File: src/rtl/core/a32dec_pkg.sv
// Package: class codes, flag bits and the decoded record type for the ARM decoder.
`timescale 1ns / 1ps
package a32dec_pkg;

    typedef enum logic [5:0] {
        CL_B       = 6'd0,
        CL_BL      = 6'd1,
        CL_BLX     = 6'd2,
        CL_ALU     = 6'd3,
        CL_LDR     = 6'd19,
        CL_STR     = 6'd20,
        CL_LDRB    = 6'd21,
        CL_STRB    = 6'd22,
        CL_LDRH    = 6'd23,
        CL_STRH    = 6'd24,
        CL_LDRSB   = 6'd25,
        CL_LDRSH   = 6'd26,
        CL_LDM     = 6'd27,
        CL_STM     = 6'd28,
        CL_PUSH    = 6'd29,
        CL_POP     = 6'd30,
        CL_MUL     = 6'd31,
        CL_MLA     = 6'd32,
        CL_UMULL   = 6'd33,
        CL_UMLAL   = 6'd34,
        CL_SMULL   = 6'd35,
        CL_SMLAL   = 6'd36,
        CL_BX      = 6'd37,
        CL_CLZ     = 6'd38,
        CL_SWI     = 6'd39,
        CL_BKPT    = 6'd40,
        CL_MRS     = 6'd41,
        CL_MSR     = 6'd42,
        CL_MRC     = 6'd43,
        CL_MCR     = 6'd44,
        CL_UNKNOWN = 6'd46
    } cls_t;

    localparam logic [4:0] FF_BRANCH   = 5'd1;
    localparam logic [4:0] FF_CALL     = 5'd2;
    localparam logic [4:0] FF_RETURN   = 5'd4;
    localparam logic [4:0] FF_INDIRECT = 5'd8;
    localparam logic [4:0] FF_CONDBR   = 5'd16;

    localparam logic [7:0] MF_PRE    = 8'd1;
    localparam logic [7:0] MF_ADD    = 8'd2;
    localparam logic [7:0] MF_WB     = 8'd4;
    localparam logic [7:0] MF_S      = 8'd8;
    localparam logic [7:0] MF_IMM    = 8'd16;
    localparam logic [7:0] MF_RSHIFT = 8'd32;
    localparam logic [7:0] MF_ISHIFT = 8'd64;
    localparam logic [7:0] MF_SPSR   = 8'd128;

    localparam logic [3:0] REG_SP = 4'd13;
    localparam logic [3:0] REG_LR = 4'd14;
    localparam logic [3:0] REG_PC = 4'd15;
    localparam logic [3:0] COND_AL = 4'd14;
    localparam logic [3:0] COND_NV = 4'd15;

    localparam logic [3:0] OP_MOV = 4'hD;

    typedef struct packed {
        logic [5:0]  cls;
        logic [3:0]  cond;
        logic [3:0]  rd;
        logic [3:0]  rn;
        logic [3:0]  rm;
        logic [3:0]  rs;
        logic [31:0] imm;
        logic [31:0] target;
        logic [4:0]  flow;
        logic [7:0]  mode;
        logic [6:0]  shift;
        logic [19:0] extra;
    } rec_t;

    function automatic logic [31:0] rot_imm(input logic [31:0] w);
        logic [4:0]  r;
        logic [63:0] d;
        r = {w[11:8], 1'b0};
        d = {24'd0, w[7:0], 24'd0, w[7:0]} >> r;
        return d[31:0];
    endfunction

endpackage

File: src/rtl/core/a32dec_logic.sv
// Combinational decode of one instruction word into a decoded record.
`timescale 1ns / 1ps
module a32dec_logic
(
    input  logic [31:0]       w,
    input  logic [31:0]       addr,
    output a32dec_pkg::rec_t  rec
);

    logic is_msr_reg;
    logic is_msr_imm;
    logic [31:0] boff;
    logic [11:0] hoff;

    assign is_msr_reg = (w & 32'h0FB0F000) == 32'h0120F000;
    assign is_msr_imm = (w & 32'h0FB0F000) == 32'h0320F000;
    assign boff = {{6{w[23]}}, w[23:0], 2'b00};
    assign hoff = {4'd0, w[11:8], w[3:0]};

    always_comb
    begin
        logic misc;
        logic pre;
        logic [3:0] op;
        logic has_rd;
        rec = '0;
        rec.cond = w[31:28];
        pre = w[24];
        op = w[24:21];
        has_rd = 1'b0;
        misc = 1'b0;
        if ((w & 32'hFE000000) == 32'hFA000000 || (w & 32'h0E000000) == 32'h0A000000)
        begin
            rec.imm = boff;
            rec.mode = a32dec_pkg::MF_IMM;
            rec.flow = a32dec_pkg::FF_BRANCH;
            rec.target = addr + 32'd8 + boff;
            if (w[31:28] == a32dec_pkg::COND_NV)
            begin
                rec.cls = a32dec_pkg::CL_BLX;
                rec.flow = rec.flow | a32dec_pkg::FF_CALL;
                rec.target = addr + 32'd8 + (boff | {30'd0, w[24], 1'b0});
            end
            else if (w[24])
            begin
                rec.cls = a32dec_pkg::CL_BL;
                rec.flow = rec.flow | a32dec_pkg::FF_CALL;
            end
            else
            begin
                rec.cls = a32dec_pkg::CL_B;
                if (w[31:28] != a32dec_pkg::COND_AL)
                    rec.flow = rec.flow | a32dec_pkg::FF_CONDBR;
            end
        end
        else if ((w & 32'h0E000000) == 32'h08000000)
        begin
            rec.rn = w[19:16];
            rec.extra = {4'd0, w[15:0]};
            rec.mode = (w[24] ? a32dec_pkg::MF_PRE : 8'd0) | (w[23] ? a32dec_pkg::MF_ADD : 8'd0)
                     | (w[21] ? a32dec_pkg::MF_WB : 8'd0) | (w[22] ? a32dec_pkg::MF_S : 8'd0);
            if (w[19:16] == a32dec_pkg::REG_SP && w[20] && !w[24] && w[23] && w[21])
                rec.cls = a32dec_pkg::CL_POP;
            else if (w[19:16] == a32dec_pkg::REG_SP && !w[20] && w[24] && !w[23] && w[21])
                rec.cls = a32dec_pkg::CL_PUSH;
            else
                rec.cls = w[20] ? a32dec_pkg::CL_LDM : a32dec_pkg::CL_STM;
            if (w[20] && w[15])
                rec.flow = a32dec_pkg::FF_BRANCH | a32dec_pkg::FF_RETURN;
        end
        else if ((w & 32'h0C000000) == 32'h04000000)
        begin
            rec.rn = w[19:16];
            rec.rd = w[15:12];
            rec.mode = (pre ? a32dec_pkg::MF_PRE : 8'd0) | (w[23] ? a32dec_pkg::MF_ADD : 8'd0)
                     | ((!pre || w[21]) ? a32dec_pkg::MF_WB : 8'd0);
            rec.cls = w[20] ? (w[22] ? a32dec_pkg::CL_LDRB : a32dec_pkg::CL_LDR)
                            : (w[22] ? a32dec_pkg::CL_STRB : a32dec_pkg::CL_STR);
            if (!w[25])
            begin
                rec.imm = w[23] ? {20'd0, w[11:0]} : 32'd0 - {20'd0, w[11:0]};
                rec.mode = rec.mode | a32dec_pkg::MF_IMM;
            end
            else
            begin
                rec.rm = w[3:0];
                rec.shift = {w[11:7], w[6:5]};
            end
            if (w[20] && w[15:12] == a32dec_pkg::REG_PC)
                rec.flow = a32dec_pkg::FF_BRANCH | a32dec_pkg::FF_INDIRECT;
        end
        else if ((w & 32'h0E000090) == 32'h00000090 && w[6:5] != 2'd0)
        begin
            rec.rn = w[19:16];
            rec.rd = w[15:12];
            rec.mode = (pre ? a32dec_pkg::MF_PRE : 8'd0) | (w[23] ? a32dec_pkg::MF_ADD : 8'd0)
                     | ((!pre || w[21]) ? a32dec_pkg::MF_WB : 8'd0);
            if (w[20])
                rec.cls = (w[6:5] == 2'd2) ? a32dec_pkg::CL_LDRSB
                        : (w[6:5] == 2'd3) ? a32dec_pkg::CL_LDRSH : a32dec_pkg::CL_LDRH;
            else
                rec.cls = a32dec_pkg::CL_STRH;
            if (w[22])
            begin
                rec.imm = w[23] ? {20'd0, hoff} : 32'd0 - {20'd0, hoff};
                rec.mode = rec.mode | a32dec_pkg::MF_IMM;
            end
            else
                rec.rm = w[3:0];
        end
        else if ((w & 32'h0F0000F0) == 32'h00000090)
        begin
            if (w[20])
                rec.mode = a32dec_pkg::MF_S;
            rec.rd = w[19:16];
            rec.rn = w[15:12];
            rec.rs = w[11:8];
            rec.rm = w[3:0];
            if (w[23])
            begin
                if (w[22])
                    rec.cls = w[21] ? a32dec_pkg::CL_SMLAL : a32dec_pkg::CL_SMULL;
                else
                    rec.cls = w[21] ? a32dec_pkg::CL_UMLAL : a32dec_pkg::CL_UMULL;
            end
            else
                rec.cls = w[21] ? a32dec_pkg::CL_MLA : a32dec_pkg::CL_MUL;
        end
        else if ((w & 32'h0F000000) == 32'h0F000000 || (w & 32'h0FBF0000) == 32'h010F0000
                 || is_msr_reg || is_msr_imm
                 || (w & 32'h0FFFFFF0) == 32'h012FFF10 || (w & 32'h0FFFFFF0) == 32'h012FFF30
                 || (w & 32'h0FFF0FF0) == 32'h016F0F10 || (w & 32'h0FF000F0) == 32'h01200070)
            misc = 1'b1;
        else if (w[27:26] == 2'd0)
        begin
            has_rd = (op < 4'd8) || (op > 4'd11);
            rec.cls = a32dec_pkg::CL_ALU + {2'd0, op};
            rec.rn = w[19:16];
            rec.rd = w[15:12];
            if (w[20])
                rec.mode = a32dec_pkg::MF_S;
            if (w[25])
            begin
                rec.imm = a32dec_pkg::rot_imm(w);
                rec.mode = rec.mode | a32dec_pkg::MF_IMM;
            end
            else
            begin
                rec.rm = w[3:0];
                if (w[4])
                begin
                    rec.mode = rec.mode | a32dec_pkg::MF_RSHIFT;
                    rec.rs = w[11:8];
                    rec.shift = {5'd0, w[6:5]};
                end
                else
                begin
                    rec.shift = {w[11:7], w[6:5]};
                    if (w[11:5] != 7'd0)
                        rec.mode = rec.mode | a32dec_pkg::MF_ISHIFT;
                end
            end
            if (has_rd && w[15:12] == a32dec_pkg::REG_PC)
            begin
                if (op == a32dec_pkg::OP_MOV && rec.rm == a32dec_pkg::REG_LR)
                    rec.flow = a32dec_pkg::FF_BRANCH | a32dec_pkg::FF_RETURN;
                else
                    rec.flow = a32dec_pkg::FF_BRANCH | a32dec_pkg::FF_INDIRECT;
            end
        end
        else
            misc = 1'b1;

        if (misc)
        begin
            if ((w & 32'h0FFFFFF0) == 32'h012FFF10)
            begin
                rec.cls = a32dec_pkg::CL_BX;
                rec.rm = w[3:0];
                rec.flow = a32dec_pkg::FF_BRANCH | ((w[3:0] == a32dec_pkg::REG_LR)
                         ? a32dec_pkg::FF_RETURN : a32dec_pkg::FF_INDIRECT);
            end
            else if ((w & 32'h0FFFFFF0) == 32'h012FFF30)
            begin
                rec.cls = a32dec_pkg::CL_BLX;
                rec.rm = w[3:0];
                rec.flow = a32dec_pkg::FF_BRANCH | a32dec_pkg::FF_CALL | a32dec_pkg::FF_INDIRECT;
            end
            else if ((w & 32'h0FFF0FF0) == 32'h016F0F10)
            begin
                rec.cls = a32dec_pkg::CL_CLZ;
                rec.rd = w[15:12];
                rec.rm = w[3:0];
            end
            else if ((w & 32'h0F000000) == 32'h0F000000)
            begin
                rec.cls = a32dec_pkg::CL_SWI;
                rec.imm = {8'd0, w[23:0]};
                rec.mode = a32dec_pkg::MF_IMM;
            end
            else if ((w & 32'hFFF000F0) == 32'hE1200070)
            begin
                rec.cls = a32dec_pkg::CL_BKPT;
                rec.imm = {16'd0, w[23:12], w[3:0]};
                rec.mode = a32dec_pkg::MF_IMM;
            end
            else if ((w & 32'h0FBF0FFF) == 32'h010F0000)
            begin
                rec.cls = a32dec_pkg::CL_MRS;
                rec.rd = w[15:12];
                rec.mode = w[22] ? a32dec_pkg::MF_SPSR : 8'd0;
            end
            else if (is_msr_reg)
            begin
                rec.cls = a32dec_pkg::CL_MSR;
                rec.rm = w[3:0];
                rec.mode = w[22] ? a32dec_pkg::MF_SPSR : 8'd0;
                rec.extra = {16'd0, w[19:16]};
            end
            else if (is_msr_imm)
            begin
                rec.cls = a32dec_pkg::CL_MSR;
                rec.imm = a32dec_pkg::rot_imm(w);
                rec.mode = (w[22] ? a32dec_pkg::MF_SPSR : 8'd0) | a32dec_pkg::MF_IMM;
                rec.extra = {16'd0, w[19:16]};
            end
            else if ((w & 32'h0F000010) == 32'h0E000010)
            begin
                rec.cls = w[20] ? a32dec_pkg::CL_MRC : a32dec_pkg::CL_MCR;
                rec.rd = w[15:12];
                rec.extra = {2'd0, w[11:8], w[23:21], w[7:5], w[19:16], w[3:0]};
            end
            else
                rec.cls = a32dec_pkg::CL_UNKNOWN;
        end
    end

endmodule

File: src/rtl/core/arm32_instruction_decoder.sv
// Top level: input register, decode logic and result register with valid/ready.
//
//  channel | direction | handshake            | payload
//  in      | input     | in_valid / in_ready   | instr_word, instr_address
//  out     | output    | out_valid / out_ready | instr_class .. extra_bundle
//
// One transaction per cycle sustained while out_ready does not stall the result register.
// The input register and result register form a two-stage pipeline with a
// full-pipeline stall: both advance whenever the result register is empty or taken.
// Reset clears both valid bits; payload registers are not reset.
`timescale 1ns / 1ps
module arm32_instruction_decoder
(
    input  logic               clk,
    input  logic               rst_n,
    input  logic               in_valid,
    output logic               in_ready,
    input  logic [31:0]        instr_word,
    input  logic [31:0]        instr_address,
    output logic               out_valid,
    input  logic               out_ready,
    output logic [5:0]         instr_class,
    output logic [3:0]         cond_code,
    output logic [3:0]         dest_reg,
    output logic [3:0]         base_reg,
    output logic [3:0]         operand_reg,
    output logic [3:0]         second_reg,
    output logic signed [31:0] imm_value,
    output logic [31:0]        jump_target,
    output logic [4:0]         flow_flags,
    output logic [7:0]         mode_flags,
    output logic [6:0]         shift_info,
    output logic [19:0]        extra_bundle
);

    logic              s1_valid_reg;
    logic [31:0]       word_reg;
    logic [31:0]       addr_reg;
    logic              s2_valid_reg;
    a32dec_pkg::rec_t  rec_reg;
    a32dec_pkg::rec_t  rec_next;
    logic              adv;

    assign adv = !s2_valid_reg || out_ready;
    assign in_ready = adv;

    a32dec_logic u_logic
    (
        .w    (word_reg),
        .addr (addr_reg),
        .rec  (rec_next)
    );

    always_ff @(posedge clk or negedge rst_n)
    begin
        if (!rst_n)
        begin
            s1_valid_reg <= 1'b0;
            s2_valid_reg <= 1'b0;
        end
        else if (adv)
        begin
            s1_valid_reg <= in_valid;
            s2_valid_reg <= s1_valid_reg;
        end
    end

    always_ff @(posedge clk)
    begin
        if (adv)
        begin
            if (in_valid)
            begin
                word_reg <= instr_word;
                addr_reg <= instr_address;
            end
            if (s1_valid_reg)
                rec_reg <= rec_next;
        end
    end

    assign out_valid     = s2_valid_reg;
    assign instr_class   = rec_reg.cls;
    assign cond_code     = rec_reg.cond;
    assign dest_reg      = rec_reg.rd;
    assign base_reg      = rec_reg.rn;
    assign operand_reg   = rec_reg.rm;
    assign second_reg    = rec_reg.rs;
    assign imm_value     = rec_reg.imm;
    assign jump_target   = rec_reg.target;
    assign flow_flags    = rec_reg.flow;
    assign mode_flags    = rec_reg.mode;
    assign shift_info    = rec_reg.shift;
    assign extra_bundle  = rec_reg.extra;

    a_stall_holds: assert property (@(posedge clk) disable iff (!rst_n)
        out_valid && !out_ready |=> out_valid && $stable(rec_reg))
        else $error("result changed while stalled");

    a_ready_when_empty: assert property (@(posedge clk) disable iff (!rst_n)
        !s2_valid_reg |-> in_ready)
        else $error("input blocked with empty output");

    a_pipe_moves: assert property (@(posedge clk) disable iff (!rst_n)
        in_valid && in_ready |=> s1_valid_reg)
        else $error("accepted transaction lost");

    a_cond_copied: assert property (@(posedge clk) disable iff (!rst_n)
        s1_valid_reg && adv |=> rec_reg.cond == $past(word_reg[31:28]))
        else $error("condition field mismatch");

endmodule

File: config.mk
export PLATFORM = sky130hd
export DESIGN_NAME = arm32_instruction_decoder
export DESIGN_NICKNAME = d
export VERILOG_FILES = /design/src/rtl/core/a32dec_pkg.sv /design/src/rtl/core/a32dec_logic.sv /design/src/rtl/core/arm32_instruction_decoder.sv
export SDC_FILE = /design/constraint.sdc
export NUM_CORES = 1
export LEC_CHECK = 0
export BUFFER_PORTS_ARGS = -buffer_cell sky130_fd_sc_hd__buf_2
export CORE_UTILIZATION = 50
export DETAILED_ROUTE_END_ITERATION = 12
export GPL_TIMING_DRIVEN = 0
export PLACE_DENSITY = 0.77
export SYNTH_ARGS = -nofsm -noshare
export SYNTH_HDL_FRONTEND = slang
export SYNTH_HIERARCHICAL = 1
export SYNTH_SLANG_ARGS = --single-unit
File: constraint.sdc
create_clock -name clk -period 4.6 [get_ports clk]
set_clock_uncertainty 0.1 [all_clocks]
set_input_delay 0 -clock clk [delete_from_list [all_inputs] [get_ports clk]]
set_output_delay 0 -clock clk [all_outputs]
set_load 0.03 [all_outputs]
==> results.txt, run 1 <==
Fin. Hold Viols -> 0
Area grow syn2layout -> 23.1%
Max transition margin -> 0.199%
Tot GR Track Use -> 32.3%
Worst-Skew Late Latency -> 0.45 ns
Final Net Count -> 1514
Outcome -> finished, violations left
Hold Crit Endpoint -> addr_reg[8]$_DFFE_PP_
Pwr Density -> 345 mW/mm2
Ranking of synthesized cells by area -> edfxtp_1, ha_1, o21ai_0
Area of the multi-input gates -> 0.00514 mm2
R2R setup slack -> 0.25 ns
N_diodes -> 0
Yosys top cell area share -> 51.0%
Synth Warn # -> 6
Clock slew at reported path FFs -> 0.08 ns
Worst reg2reg path endpoint -> jump_target[28]$_DFFE_PP_
Hold path depth -> 2
RSZ-0062 raised after global routing -> false
RePlAce Congestion -> 0.993
Total gr overflow -> 0
CTS max path bufs -> 2
DIE HEIGHT -> 153 um
Maximum clock frequency -> 230 MHz
Chip Width -> 153 um
Placeable core area -> 0.0221 mm2
I/O Buffers -> 199
Vias in the first global route -> 9934
Die footprint -> 0.0235 mm2
Final min period -> 4.35 ns
Top-count cell post-synth -> edfxtp_1
Pleak -> 0.00552 uW
Startpoint types -> flop
Final WL -> 37800 um
Number of synthesized flops with an enable pin -> 194
Reg2reg start -> addr_reg[3]$_DFFE_PP_
H-Tree Depth -> 4
TritonCTS clock tree -> yes
Syn avg cell area -> 10.2 um2
Hpwl dp -> 26500 um
First-pass GRT wire length -> 57000 um
Share of layout cells above drive strength 1 -> 18.3%
Worst slew pin tran -> 1.48 ns
# setup viols final -> 0
CP required -> 4.67 ns
Hold crit path type -> primary input to flop
FILL cells -> 1799
Most used DFF post-synth -> edfxtp_1
Setup bufs post-CTS -> 0
Failing checks -> capacitance limit
Post-Synthesis Cells -> 1117
Setup TNS -> 0 ns
Design area -> 0.0141 mm2
Initial Utilization -> 51.7%
Clock Sinks -> 196
Worst setup EP type -> flop
Worst path arrival time -> 4.42 ns
Largest net degree at the start of global routing -> 78
Setup CP Type -> flop to flop
#FFs+latches synth -> 196
DRC violations left -> 0
Critical path fanouts, max -> 7
Row count -> 54
Wire per inst -> 22.2 um
Slew Viols, Final -> 0
Mapped Area -> 0.0114 mm2
Max-cap violations -> 2
Worst hold start -> instr_address[8]
Cell taking the most area after synthesis -> edfxtp_1
Detailed-route via count -> 10400
Ys async rst share -> 1.02%
DP Area -> 0.0128 mm2
DR iter-0 viols -> 1100
CTS buffer count -> 17
DR vias/cell -> 6.14
Initial antenna violation count -> 0
Reg area -> 0.00588 mm2
DRT Pass-1 Iters -> 9
Worst vdd ir -> 0.220 mV
Number of distinct library cells after synthesis -> 80
CTS root buf -> clkbuf_16
Num ports -> 200
Leading cell types by count after synthesis -> edfxtp_1, nor2_1, nand2_1
Tcrit/Tclk final -> 94.5%
Register area share after synthesis -> 51.4%
R2R cell count -> 15
Detail Route Antenna Nets -> 0
## through the flow
stage / hold WS, ns / power (uW) / setup WS [ns] / util [%] / std cells
global route: 0.144 / 5030 / 0.0376 / 63.7 / 1700
detailed placement: -0.314 / 3410 / 0.192 / 58.1 / 1599
floorplan: -0.396 / 3060 / 0.854 / - / 1118
global placement: -0.314 / 3400 / 0.214 / 57.9 / 1597
CTS: 0.148 / 4840 / 0.151 / 63.7 / 1700
finish: 0.157 / 4850 / 0.251 / 63.7 / 1700
## logic make-up after synthesis
logic type | share of synthesized area (%)
other cells | 0.0328
fa+ha+maj | 4.40
xor+xnor | 4.52
flops | 51.4
compound gates | 17.6
buf+inv | 3.79
simple gates | 17.5
mux | 0.744
## cell usage in the layout, fill, tap and decap left out, types with 8 or more instances in the layout
master	synthesis	routed
nand2b_1	10	10
and2_1	21	21
nor2b_1	13	13
o21ai_0	87	87
inv_1	31	31
xnor2_1	41	41
nor3_1	21	20
o211ai_1	8	8
nor2_1	112	112
nand2_1	101	101
a22oi_1	13	13
nor3b_1	8	8
a221o_1	8	8
a21o_1	15	15
and3_1	15	15
clkbuf_1	59	59
nand3_1	38	38
a22o_1	17	17
nand4_1	16	16
a31oi_1	9	9
buf_2	0	199
clkbuf_16	0	17
a211oi_1	11	11
edfxtp_1	194	194
ha_1	37	37
xor2_1	18	18
dlygate4sd3_1	0	69
a21oi_1	68	68
nor4_1	9	8
## layer usage
layer	track usage, %	share of wire [%]	wire [um]
met1	40.4	40	15100
met4	14.8	3.7	1410
met5	0	0	0
met2	54.4	48	18200
met3	5.93	8.1	3070
## worst max-delay path by stage
stage | startpoint | end | slack, ns
2_1_floorplan | addr_reg[3]$_DFFE_PP_ | jump_target[28]$_DFFE_PP_ | 0.85
3_3_place_gp | addr_reg[3]$_DFFE_PP_ | jump_target[29]$_DFFE_PP_ | 0.21
3_5_place_dp | addr_reg[3]$_DFFE_PP_ | jump_target[29]$_DFFE_PP_ | 0.19
4_1_cts | addr_reg[3]$_DFFE_PP_ | jump_target[28]$_DFFE_PP_ | 0.15
5_1_grt | addr_reg[3]$_DFFE_PP_ | jump_target[28]$_DFFE_PP_ | 0.04
6_report | addr_reg[3]$_DFFE_PP_ | jump_target[28]$_DFFE_PP_ | 0.25
## timing repair
item / CTS / global route
gates resized for setup: 0 / 1
hold buffers: 69 / 0
hold endpoints to repair: 68 / 0
endpoints found under the setup margin: 0 / 6
## area by class of cell
| class | instances | share of cell area [%] |
|---|---|---|
| Sequential cell | 196 | 41.8 |
| Multi-Input combinational cell | 817 | 36.5 |
| Timing Repair Buffer | 270 | 12.2 |
| Clock buffer | 17 | 3.02 |
| Tap cell | 280 | 2.49 |
| Buffer | 72 | 2.20 |
| Inverter | 33 | 0.880 |
| Clock inverter | 15 | 0.871 |
## critical path, cell delays in order, from the launching register on
cell and delay [ns]:
edfxtp_1 0.46, ha_1 0.22, nand3_1 0.19, nor3_2 0.33, and3_1 0.21, clkbuf_1 0.30, nand3_1 0.14, xnor2_1 0.17
ha_1 0.36, nand3_1 0.11, or3_1 0.39, a211o_1 0.34, a211o_1 0.29, a41o_1 0.23, a21oi_1 0.15, nor3b_1 0.07
## power breakdown
part	internal, uW	switching (uW)	leakage [uW]
registers	2170	84.0	0.00191
logic	387	805	0.00334
clock network	704	700	0.000262
No activity file was read; power rests on OpenSTA's default activity.
==> run 2: changes to the inputs <==
==> constraint.sdc (replaced) <==
create_clock -name clk -period 4.6 [get_ports clk]
set_clock_uncertainty 0.1 [all_clocks]
set_input_delay 1.38 -clock clk [delete_from_list [all_inputs] [get_ports clk]]
set_output_delay 1.38 -clock clk [all_outputs]
set_load 0.03 [all_outputs]
==> results.txt, run 2 (same netlist as run 1, synthesis figures left out) <==
Startpoint types -> flop
Setup TNS -> 0 ns
CP delay by family, top -> simple AND/OR/NAND/NOR gates
Maximum clock frequency -> 232 MHz
Placeable core area -> 0.0221 mm2
N_diodes -> 0
DR iter-0 viols -> 1026
Reg2reg start -> addr_reg[3]$_DFFE_PP_
Clock slew at reported path FFs -> 0.08 ns
CTS root buf -> clkbuf_16
Chip Width -> 153 um
Num ports -> 200
Worst setup path endpoint -> jump_target[28]$_DFFE_PP_
Tcrit/Tclk final -> 93.8%
Util after Layout -> 60.6%
R2R cell count -> 15
Hpwl dp -> 26500 um
Max-cap violations -> 1
Setup bufs post-CTS -> 0
TritonCTS clock tree -> yes
Clock power frac -> 29.2%
# setup viols final -> 0
Commonest non-fill, non-tap cell in the layout -> buf_2
Critical path fanouts, max -> 7
Slew Viols, Final -> 1
Psw -> 1570 uW
Failing checks -> capacitance limit, slew limit
Share of layout cells above drive strength 1 -> 19.2%
Initial antenna violation count -> 0
Pleak -> 0.00523 uW
Pwr Density -> 358 mW/mm2
Largest net degree at the start of global routing -> 78
Total gr overflow -> 0
Seq pwr share -> 47.0%
Final min period -> 4.32 ns
Critical path depth in cells -> 15
H-Tree Depth -> 4
Worst reg2reg path endpoint -> jump_target[28]$_DFFE_PP_
Wire per inst -> 22.0 um
Final WL -> 36000 um
CP max-delay cell -> edfxtp_1
First-pass GRT wire length -> 54200 um
DR vias/cell -> 6.16
Vias in the first global route -> 9425
Worst setup EP type -> flop
RSZ-0062 raised after global routing -> false
Crit-path cells -> ha_1 -> nand3_1 -> nor3_2 -> and3_1 -> clkbuf_1 -> nand3_1 -> xnor2_1 -> ha_1 -> nand3_1 -> or3_1 -> a211o_1 -> a211o_1 -> a41o_1 -> a21oi_1 -> nor3b_1
DIE HEIGHT -> 153 um
Worst vdd ir -> 0.219 mV
Worst slew pin tran -> 1.48 ns
Die footprint -> 0.0235 mm2
Outcome -> finished, violations left
CP required -> 4.67 ns
Most frequent cells in the layout -> buf_2, edfxtp_1, nor2_1
Fin. Hold Viols -> 0
RePlAce Congestion -> 0.993
Area grow syn2layout -> 17.0%
CTS Hold Bufs -> 0
Final Net Count -> 1445
Total power -> 4790 uW
CP dominant cell by count -> nand3_1
Combinational power share -> 23.8%
Int Pwr -> 3220 uW
Setup CP Type -> flop to flop
Detail Route Antenna Nets -> 0
Row count -> 54
DRC violations left -> 0
Worst-Skew Late Latency -> 0.44 ns
WP buf/inv -> 1
Hold crit path type -> flop to flop
Crit path from -> addr_reg[3]$_DFFE_PP_
Worst path arrival time -> 4.39 ns
Switching share of power -> 32.8%
Detailed-route via count -> 10100
DRT Pass-1 Iters -> 7
Max incr delay on CP -> 0.45 ns
FILL cells -> 1885
Clock Sinks -> 196
CTS max path bufs -> 2
CTS buffer count -> 17
Tot GR Track Use -> 30.7%
Initial Utilization -> 51.7%
I/O Buffers -> 199
Post-CTS sizing -> 0
Max transition margin -> -0.0914%
R2R setup slack -> 0.28 ns
[run 2: cell types whose count changed in the layout (fill, tap and decap cells not counted), sizes merged]
cell / before / now
dlygate4sd3: 69 / 0
[run 2: layout make-up]
class | instances | area [um2] | share of cell area, %
well taps | 280 | 350 | 2.62
plain buffers | 72 | 309 | 2.31
flip-flops and latches | 196 | 5880 | 43.9
inverters | 33 | 124 | 0.926
clock inverters | 15 | 123 | 0.916
repair buffers | 201 | 1030 | 7.71
multi-input cells | 817 | 5140 | 38.4
clock buffers | 17 | 425 | 3.18
[run 2: metal layers]
| layer | GRT usage [%] | part of all wire, % |
|---|---|---|
| met5 | 0 | 0 |
| met4 | 15.4 | 4.3 |
| met3 | 6.10 | 8.8 |
| met2 | 49.8 | 46 |
| met1 | 39.3 | 41 |
[run 2: how the worst min path moves through the flow]
stage                                  start                     to  depth (start not counted)
floorplan           s1_valid_reg$_DFFE_PN0P_  out_valid$_DFFE_PN0P_                          1
global placement    s1_valid_reg$_DFFE_PN0P_  out_valid$_DFFE_PN0P_                          1
detailed placement  s1_valid_reg$_DFFE_PN0P_  out_valid$_DFFE_PN0P_                          1
CTS                 s1_valid_reg$_DFFE_PN0P_  out_valid$_DFFE_PN0P_                          1
global route        s1_valid_reg$_DFFE_PN0P_  out_valid$_DFFE_PN0P_                          1
finish              s1_valid_reg$_DFFE_PN0P_  out_valid$_DFFE_PN0P_                          1
[run 2: worst register-to-register path, cell delays in order (launching register included)]
cell,delay (ns)
edfxtp_1,0.45
ha_1,0.21
nand3_1,0.19
nor3_2,0.30
and3_1,0.21
clkbuf_1,0.29
nand3_1,0.15
xnor2_1,0.17
ha_1,0.36
nand3_1,0.11
or3_1,0.39
a211o_1,0.34
a211o_1,0.30
a41o_1,0.24
a21oi_1,0.15
nor3b_1,0.07
[run 2: power by group through the flow]
stage                     combinational [uW]  sequential, uW  clock, uW
after floorplan                          540            2520          0
after global placement                  1100            2300          0
after detailed placement                1120            2290          0
after CTS                               1120            2250       1420
after global routing                    1210            2270       1490
final                                   1140            2250       1400
[run 2: through the flow]
step           cells  worst slack [ns]  area, um2  hold WS, ns
2_1_floorplan   1118             0.852      11400        0.346
3_3_place_gp    1597             0.214      12800        0.365
3_5_place_dp    1599             0.192      12800        0.390
4_1_cts         1631             0.151      13400        0.403
5_1_grt         1631            0.0571      13400        0.425
6_report        1631             0.284      13400        0.398
